### config.mk
export PLATFORM = sky130hd
export DESIGN_NAME = pitch_to_note_fine
export DESIGN_NICKNAME = d
export VERILOG_FILES = /design/src/rtl/core/ptnf_pkg.sv /design/src/rtl/core/pitch_to_note_fine.sv /design/src/rtl/core/ptnf_ctrl.sv /design/src/rtl/core/ptnf_dp.sv
export SDC_FILE = /design/constraint.sdc
export NUM_CORES = 1
export LEC_CHECK = 0
export ABC_AREA = 1
export BUFFER_PORTS_ARGS = -buffer_cell sky130_fd_sc_hd__buf_2
export CORE_UTILIZATION = 46
export CTS_CLUSTER_SIZE = 16
export DETAILED_ROUTE_END_ITERATION = 12
export SETUP_SLACK_MARGIN = 0.3
export SLEW_MARGIN = 30
export SYNTH_ARGS = -nofsm -noshare
export SYNTH_HDL_FRONTEND = slang
export SYNTH_SLANG_ARGS = --single-unit
### constraint.sdc
create_clock -name clk -period 11.5 [get_ports clk]
set_input_delay 3.45 -clock clk [delete_from_list [all_inputs] [get_ports clk]]
set_output_delay 3.45 -clock clk [all_outputs]
set_load 0.01 [all_outputs]
### src/rtl/core/ptnf_pkg.sv
// ptnf_pkg: shared types, constants and the row scale table for pitch_to_note_fine.
// No dependencies; imported by ptnf_ctrl, ptnf_dp and pitch_to_note_fine.
package ptnf_pkg;

  localparam int unsigned ROWS        = 48;
  localparam int unsigned SLOTS       = 32;
  localparam int unsigned FRAC_BITS   = 12;
  localparam int unsigned SCALE_START = 32'h1000;
  localparam int unsigned SCALE_MUL   = 32'h103B;
  localparam int unsigned FINE_SPAN   = 128;

  localparam int unsigned SW = 14;              // scale width, scales stay below 0x2000
  localparam int unsigned AW = 30;              // bound accumulator width (scale << 15)
  localparam int unsigned RW = $clog2(ROWS + 1);
  localparam int unsigned LW = $clog2(SLOTS);
  localparam int unsigned IW = RW + LW;         // slot index width
  localparam int unsigned FW = $clog2(FINE_SPAN);

  localparam logic [IW-1:0] FALLBACK_INDEX = IW'(1536);
  localparam logic [31:0]   NOTE_BIAS      = 32'd144;   // 12 * 12

  typedef logic [ROWS:0][SW-1:0] scale_tab_t;

  // Scale of each row boundary, truncated at each step as the sequence runs.
  function automatic scale_tab_t build_scale_tab();
    scale_tab_t  t;
    logic [31:0] s;
    s = SCALE_START;
    for (int i = 0; i <= ROWS; i++) begin
      t[i] = SW'(s);
      s    = (s * SCALE_MUL) >> FRAC_BITS;
    end
    return t;
  endfunction

  localparam scale_tab_t SCALE_TAB = build_scale_tab();

  typedef struct packed {
    logic load;
    logic row_adv;
    logic slot_load;
    logic slot_adv;
    logic fin_found;
    logic fin_miss;
  } ptnf_cmd_t;

  typedef struct packed {
    logic row_hit;
    logic row_end;
    logic slot_hit;
  } ptnf_sts_t;

endpackage

### src/rtl/core/pitch_to_note_fine.sv
// pitch_to_note_fine: top level, joins the sequencer and the datapath.
// Depends on ptnf_pkg, ptnf_ctrl and ptnf_dp.
//
// A beat is taken when start is high and busy is low. The block scans the 48
// scale rows one per cycle until the pitch falls below a row's top bound, then
// walks that row's 32 slots one per cycle; the result shows on
// out_packed_note_fine with out_valid high for one cycle, once the row scan,
// the slot walk and the output state are done (a pitch that misses every row
// skips the slot walk and strobes after the last row). busy stays high until
// the strobe cycle is over, so the next beat can be taken the cycle after
// out_valid. The receiver cannot stall and must take each strobed result.
module pitch_to_note_fine import ptnf_pkg::*; (
  input  logic        clk,
  input  logic        rst_n,
  input  logic        start,
  output logic        busy,
  input  logic [15:0] in_center_note,
  input  logic [15:0] in_center_fine,
  input  logic [15:0] in_pitch_word,
  output logic        out_valid,
  output logic [31:0] out_packed_note_fine
);

  ptnf_cmd_t cmd;
  ptnf_sts_t sts;

  ptnf_ctrl u_ctrl (
    .clk       (clk),
    .rst_n     (rst_n),
    .start     (start),
    .sts       (sts),
    .cmd       (cmd),
    .busy      (busy),
    .out_valid (out_valid)
  );

  ptnf_dp u_dp (
    .clk                  (clk),
    .cmd                  (cmd),
    .in_center_note       (in_center_note),
    .in_center_fine       (in_center_fine),
    .in_pitch_word        (in_pitch_word),
    .sts                  (sts),
    .out_packed_note_fine (out_packed_note_fine)
  );

  a_accept_busy: assert property (@(posedge clk) disable iff (!rst_n)
    start && !busy |=> busy && !out_valid)
    else $error("accepted beat did not raise busy");

  a_strobe_once: assert property (@(posedge clk) disable iff (!rst_n)
    out_valid |=> !out_valid && !busy)
    else $error("result strobe longer than one cycle");

  a_one_finish: assert property (@(posedge clk) disable iff (!rst_n)
    $countones({cmd.load, cmd.fin_found, cmd.fin_miss}) <= 1)
    else $error("conflicting datapath commands");

endmodule

### src/rtl/core/ptnf_ctrl.sv
// ptnf_ctrl: sequencer for the row scan and slot scan of pitch_to_note_fine.
// Depends on ptnf_pkg for the command and status structs.
module ptnf_ctrl import ptnf_pkg::*; (
  input  logic      clk,
  input  logic      rst_n,
  input  logic      start,
  input  ptnf_sts_t sts,
  output ptnf_cmd_t cmd,
  output logic      busy,
  output logic      out_valid
);

  localparam logic [1:0] ST_IDLE = 2'd0;
  localparam logic [1:0] ST_ROW  = 2'd1;
  localparam logic [1:0] ST_SLOT = 2'd2;
  localparam logic [1:0] ST_OUT  = 2'd3;

  logic [1:0] state_r, state_nxt;

  always_comb begin
    state_nxt = state_r;
    cmd       = '0;
    unique case (state_r)
      ST_IDLE: begin
        if (start) begin
          cmd.load  = 1'b1;
          state_nxt = ST_ROW;
        end
      end
      ST_ROW: begin
        if (sts.row_hit) begin
          cmd.slot_load = 1'b1;
          state_nxt     = ST_SLOT;
        end else if (sts.row_end) begin
          cmd.fin_miss = 1'b1;
          state_nxt    = ST_OUT;
        end else begin
          cmd.row_adv = 1'b1;
        end
      end
      ST_SLOT: begin
        if (sts.slot_hit) begin
          cmd.fin_found = 1'b1;
          state_nxt     = ST_OUT;
        end else begin
          cmd.slot_adv = 1'b1;
        end
      end
      ST_OUT: begin
        state_nxt = ST_IDLE;
      end
      default: state_nxt = ST_IDLE;
    endcase
  end

  always_ff @(posedge clk) begin
    if (!rst_n) begin
      state_r <= ST_IDLE;
    end else begin
      state_r <= state_nxt;
    end
  end

  assign busy      = (state_r != ST_IDLE);
  assign out_valid = (state_r == ST_OUT);

endmodule

### src/rtl/core/ptnf_dp.sv
// ptnf_dp: datapath of pitch_to_note_fine: octave encode, row and slot bound
// walk, and the final note/fine pack. Depends on ptnf_pkg.
module ptnf_dp import ptnf_pkg::*; (
  input  logic        clk,
  input  ptnf_cmd_t   cmd,
  input  logic [15:0] in_center_note,
  input  logic [15:0] in_center_fine,
  input  logic [15:0] in_pitch_word,
  output ptnf_sts_t   sts,
  output logic [31:0] out_packed_note_fine
);

  logic [15:0]   pitch_r, cnote_r, cfine_r;
  logic [3:0]    tb_r;
  logic [RW-1:0] row_r;
  logic [LW-1:0] slot_r;
  logic [AW-1:0] acc_r, step_r;
  logic [31:0]   res_r;

  // highest set bit, bit 0 for a zero pitch
  logic [3:0] tb_in;
  always_comb begin
    tb_in = 4'd0;
    for (int b = 1; b < 16; b++) begin
      if (in_pitch_word[b]) tb_in = 4'(b);
    end
  end

  // row bounds
  logic [SW-1:0] sc0, sc1;
  logic [AW-1:0] row_floor, row_span, row_step, row_top;
  always_comb begin
    sc0       = SCALE_TAB[row_r];
    sc1       = SCALE_TAB[RW'(row_r + RW'(1))];
    row_floor = AW'(sc0) << tb_r;
    row_span  = AW'(SW'(sc1 - sc0)) << tb_r;
    row_step  = row_span >> $clog2(SLOTS);
    row_top   = row_floor + (row_step << $clog2(SLOTS));
  end

  // pitch widened to the bound width for the compares
  logic [AW-1:0] pitch_x;
  assign pitch_x = {{(AW-16){1'b0}}, pitch_r};

  // slot bounds: acc_r is the lower edge of the current slot
  logic [AW-1:0] slot_hi;
  logic          slot_lo_ok;
  assign slot_hi    = acc_r + step_r;
  assign slot_lo_ok = pitch_x >= (acc_r >> FRAC_BITS);

  assign sts.row_hit  = pitch_x < (row_top >> FRAC_BITS);
  assign sts.row_end  = (row_r == RW'(ROWS - 1));
  assign sts.slot_hit = (pitch_x < (slot_hi >> FRAC_BITS))
                        || (slot_r == LW'(SLOTS - 1));

  // result pack
  logic [IW-1:0] idx;
  logic [31:0]   note;
  logic [16:0]   fine;
  always_comb begin
    if (cmd.fin_found && slot_lo_ok) idx = {row_r, slot_r};
    else                             idx = FALLBACK_INDEX;
    note = 32'(cnote_r) + 32'(idx[IW-1:FW]) + (32'(tb_r) << 3) + (32'(tb_r) << 2)
           - NOTE_BIAS;
    fine = 17'(cfine_r) + 17'(idx[FW-1:0]);
  end

  always_ff @(posedge clk) begin
    if (cmd.load) begin
      pitch_r <= in_pitch_word;
      cnote_r <= in_center_note;
      cfine_r <= in_center_fine;
      tb_r    <= tb_in;
      row_r   <= '0;
    end
    if (cmd.row_adv) row_r <= RW'(row_r + RW'(1));
    if (cmd.slot_load) begin
      acc_r  <= row_floor;
      step_r <= row_step;
      slot_r <= '0;
    end
    if (cmd.slot_adv) begin
      acc_r  <= slot_hi;
      slot_r <= LW'(slot_r + LW'(1));
    end
    if (cmd.fin_found || cmd.fin_miss) begin
      res_r <= {note[23:0], 8'd0} | 32'(fine);
    end
  end

  assign out_packed_note_fine = res_r;

endmodule
==> key figures <==
Outcome
  • Outcome: complete, no violations

Drt
  • Avg Vias per Cell: 5.47
  • Final ANT Viol Nets: 0
  • Post-route DRC: 0
  • Routed WL per cell: 16.6 µm
  • DRT Pass-1 Iters: 6
  • Final wirelength: 37,400 µm
  • Via count: 12,300
  • Initial drt markers: 1,040

Logic synthesis
  • Synth Cell Area: 14,200 µm²
  • Yosys cell types: 69
  • Largest family of logic cells by synthesized area: simple AND/OR/NAND/NOR gates
  • Cell taking the most area after synthesis: edfxtp_1
  • Proportion of synthesized area in mux cells: 0.00847
  • Synth Area in Adders: 0.163
  • Synth Flop Type: edfxtp_1
  • #FFs+latches synth: 163
  • Simple-gate share of the synthesized area: 0.219
  • Syn_area_per_cell: 7.97 µm²
  • Area contributors post-synth: edfxtp_1 32%, ha_1 15%, nand2_1 9.7%, inv_1 5.3%, o21ai_0 5.2%
  • Compound-Gate Fraction of Synth Area: 0.152
  • Number of synthesis warnings: 0
  • Synth top area share: 0.315
  • Synth Instances: 1,779
  • Post-Synth XOR/XNOR Area: 0.0487
  • Post-synth EDFFs: 149
  • Seq/Total Area, Yosys: 0.335
  • Ys async rst share: 0

Critical path
  • WP data arrival: 10,550 ps
  • Crit path top cell by count: nand2_1
  • Worst-path cell with the longest stage delay: edfxtp_1
  • CP Capture Type: register
  • Crit path required time: 11,850 ps
  • Delay-heaviest family, CP: simple AND/OR/NAND/NOR gates
  • CP startpoint kind: register
  • CP max FO: 20
  • Critical path buffer and inverter count: 9
  • Largest stage delay, worst path: 600 ps
  • Critical path type: reg2reg

Place
  • Port bufs: 84
  • GP Congestion: 0.952
  • DPL Wire Length: 29,400 µm

Floorplan
  • Die area: 31,500 µm²
  • Die Y: 178 µm
  • Ports: 85
  • Area of the core: 30,000 µm²
  • Die W: 178 µm
  • Core Rows: 63
  • Starting Density: 0.474

Clock tree
  • Clock sinks: 163
  • H-tree depth: 4
  • TritonCTS clock tree: done
  • Hold_buf cts: 0
  • CTS root buf: clkbuf_16
  • Clk slew on worst S/H paths: 70 ps
  • Num CTS Buffers: 17
  • Worst skew pair latency: 450 ps
  • Setup bufs post-CTS: 0
  • CTS Buffer Depth: 2

Layout
  • Final-stage net count: 2,080
  • Most frequent cells in the layout: 366 x nand2_1, 201 x inv_1, 171 x ha_1
  • Commonest non-fill, non-tap cell in the layout: nand2_1
  • Area occupied by multi-input gates: 8430 µm²
  • FF/Latch Area: 4750 µm²
  • Synth-to-layout area growth: 9.83%
  • Layout cells sized above 1: 0.105
  • Filler cells: 2,912
  • Diode count: 0

Global routing
  • Overall routing resource usage: 0.242
  • Largest net degree at the start of global routing: 55
  • Vias in the first global route: 11,600
  • Grt total ovfl: 0
  • Global-route wire length before repair: 59,400 µm
  • Initial antenna violation count: 0

STA
  • WHS: 514 ps
  • Max-slew violation count: 0
  • Clock Skew: 14.6 ps
  • Final Hold Fails: 0
  • Final setup vio count: 0
  • Worst-Margin Slew: 826 ps
  • Post-layout min period: 10,190 ps
  • Final TNS setup: 0 ps
  • Slew headroom: 0.448
  • Fmax: 0.0981 GHz
  • Final period util: 0.886
  • RSZ-0062 raised after global routing: no

Run
  • Total of max-cap violations: 0

Hold path
  • Hold Path Class: reg2reg
## synth_stat cells (all sizes together) (4+ instances only)
cell,count
a211oi,6
a21boi,9
a21oi,112
a221oi,5
a22oi,4
a31oi,10
and3,4
buf,22
clkbuf,23
dfxtp,14
edfxtp,149
fa,8
ha,172
inv,212
mux2i,12
nand2,383
nand3,134
nand3b,4
nand4,17
nor2,135
nor3,16
nor4,5
o211ai,5
o21ai,173
o21bai,6
o221ai,5
o22ai,7
o31ai,8
or2,10
xnor2,24
xor2,54
## per-layer routing
layer  vias to the layer above  routed length (µm)  GRT usage
met1                      5628               17400      0.326
li1                       6275                   -          -
met3                        63                1690     0.0328
met2                       344               17300      0.395
met4                         0                1020     0.0844
met5                         -                   0          0
## per-stage QoR
step	cell area, µm²	util	cells	setup slack, ps
after floorplan	14200	-	1780	1310
after global placement	15000	0.499	2219	1540
after detailed placement	15000	0.499	2219	1220
after CTS	15600	0.519	2251	1190
after global routing	15600	0.520	2252	405
final	15600	0.520	2252	1310
## timing repair
action | in CTS | in global routing
endpoints found under the hold margin | 0 | 0
resized for setup | 0 | 2
setup endpoints to repair | 0 | 11
## area by class of cell
| type | count | area share |
|---|---|---|
| repair buffers | 95 | 0.0325 |
| flip-flops and latches | 163 | 0.305 |
| multi-input cells | 1357 | 0.541 |
| inverters | 215 | 0.0518 |
| well taps | 390 | 0.0313 |
| clock buffers | 18 | 0.0275 |
| clock inverters | 14 | 0.0107 |
## kinds of logic (layout without fill, tap and decap cells)
group	Yosys count	after routing
other	1	2
adder cells (fa/ha/maj)	180	180
multiplexers	12	12
AND/OR/NAND/NOR	712	712
buffers and inverters	260	342
AO/OA/AOI/OAI	373	373
XOR/XNOR	78	78
flip-flops	163	163
## tightest hold or removal path, stage by stage (launching register included)
cell	delay [ps]
dfxtp_1	340
nand2_1	70
a21oi_1	60
## state kept, by name, indices dropped and copies added, names as in the netlist
register / flops
u_dp.slot_r: 5
u_dp.acc_r: 30
u_dp.sc0: 12
u_ctrl.state_r: 2
u_dp.out_packed_note_fine: 32
u_dp.cfine_r: 16
u_dp.step_r: 24
u_dp.pitch_r: 16
u_dp.tb_r: 4
u_dp.row_r: 6
u_dp.cnote_r: 16
## final timing paths
kind,startpoint,end,slack [ps],cells past startpoint
max,u_dp.row_r[0],u_dp.sc0[1],1310,61
min,u_ctrl.state_r[0],u_ctrl.state_r[0],510,2
max reg2reg,u_dp.row_r[0],u_dp.sc0[1],1310,61
min reg2reg,u_ctrl.state_r[0],u_ctrl.state_r[0],510,2
Power is left out: the tool's default activity adds up to more than one toggle a clock period on the data nets, which glitch-free logic cannot reach.
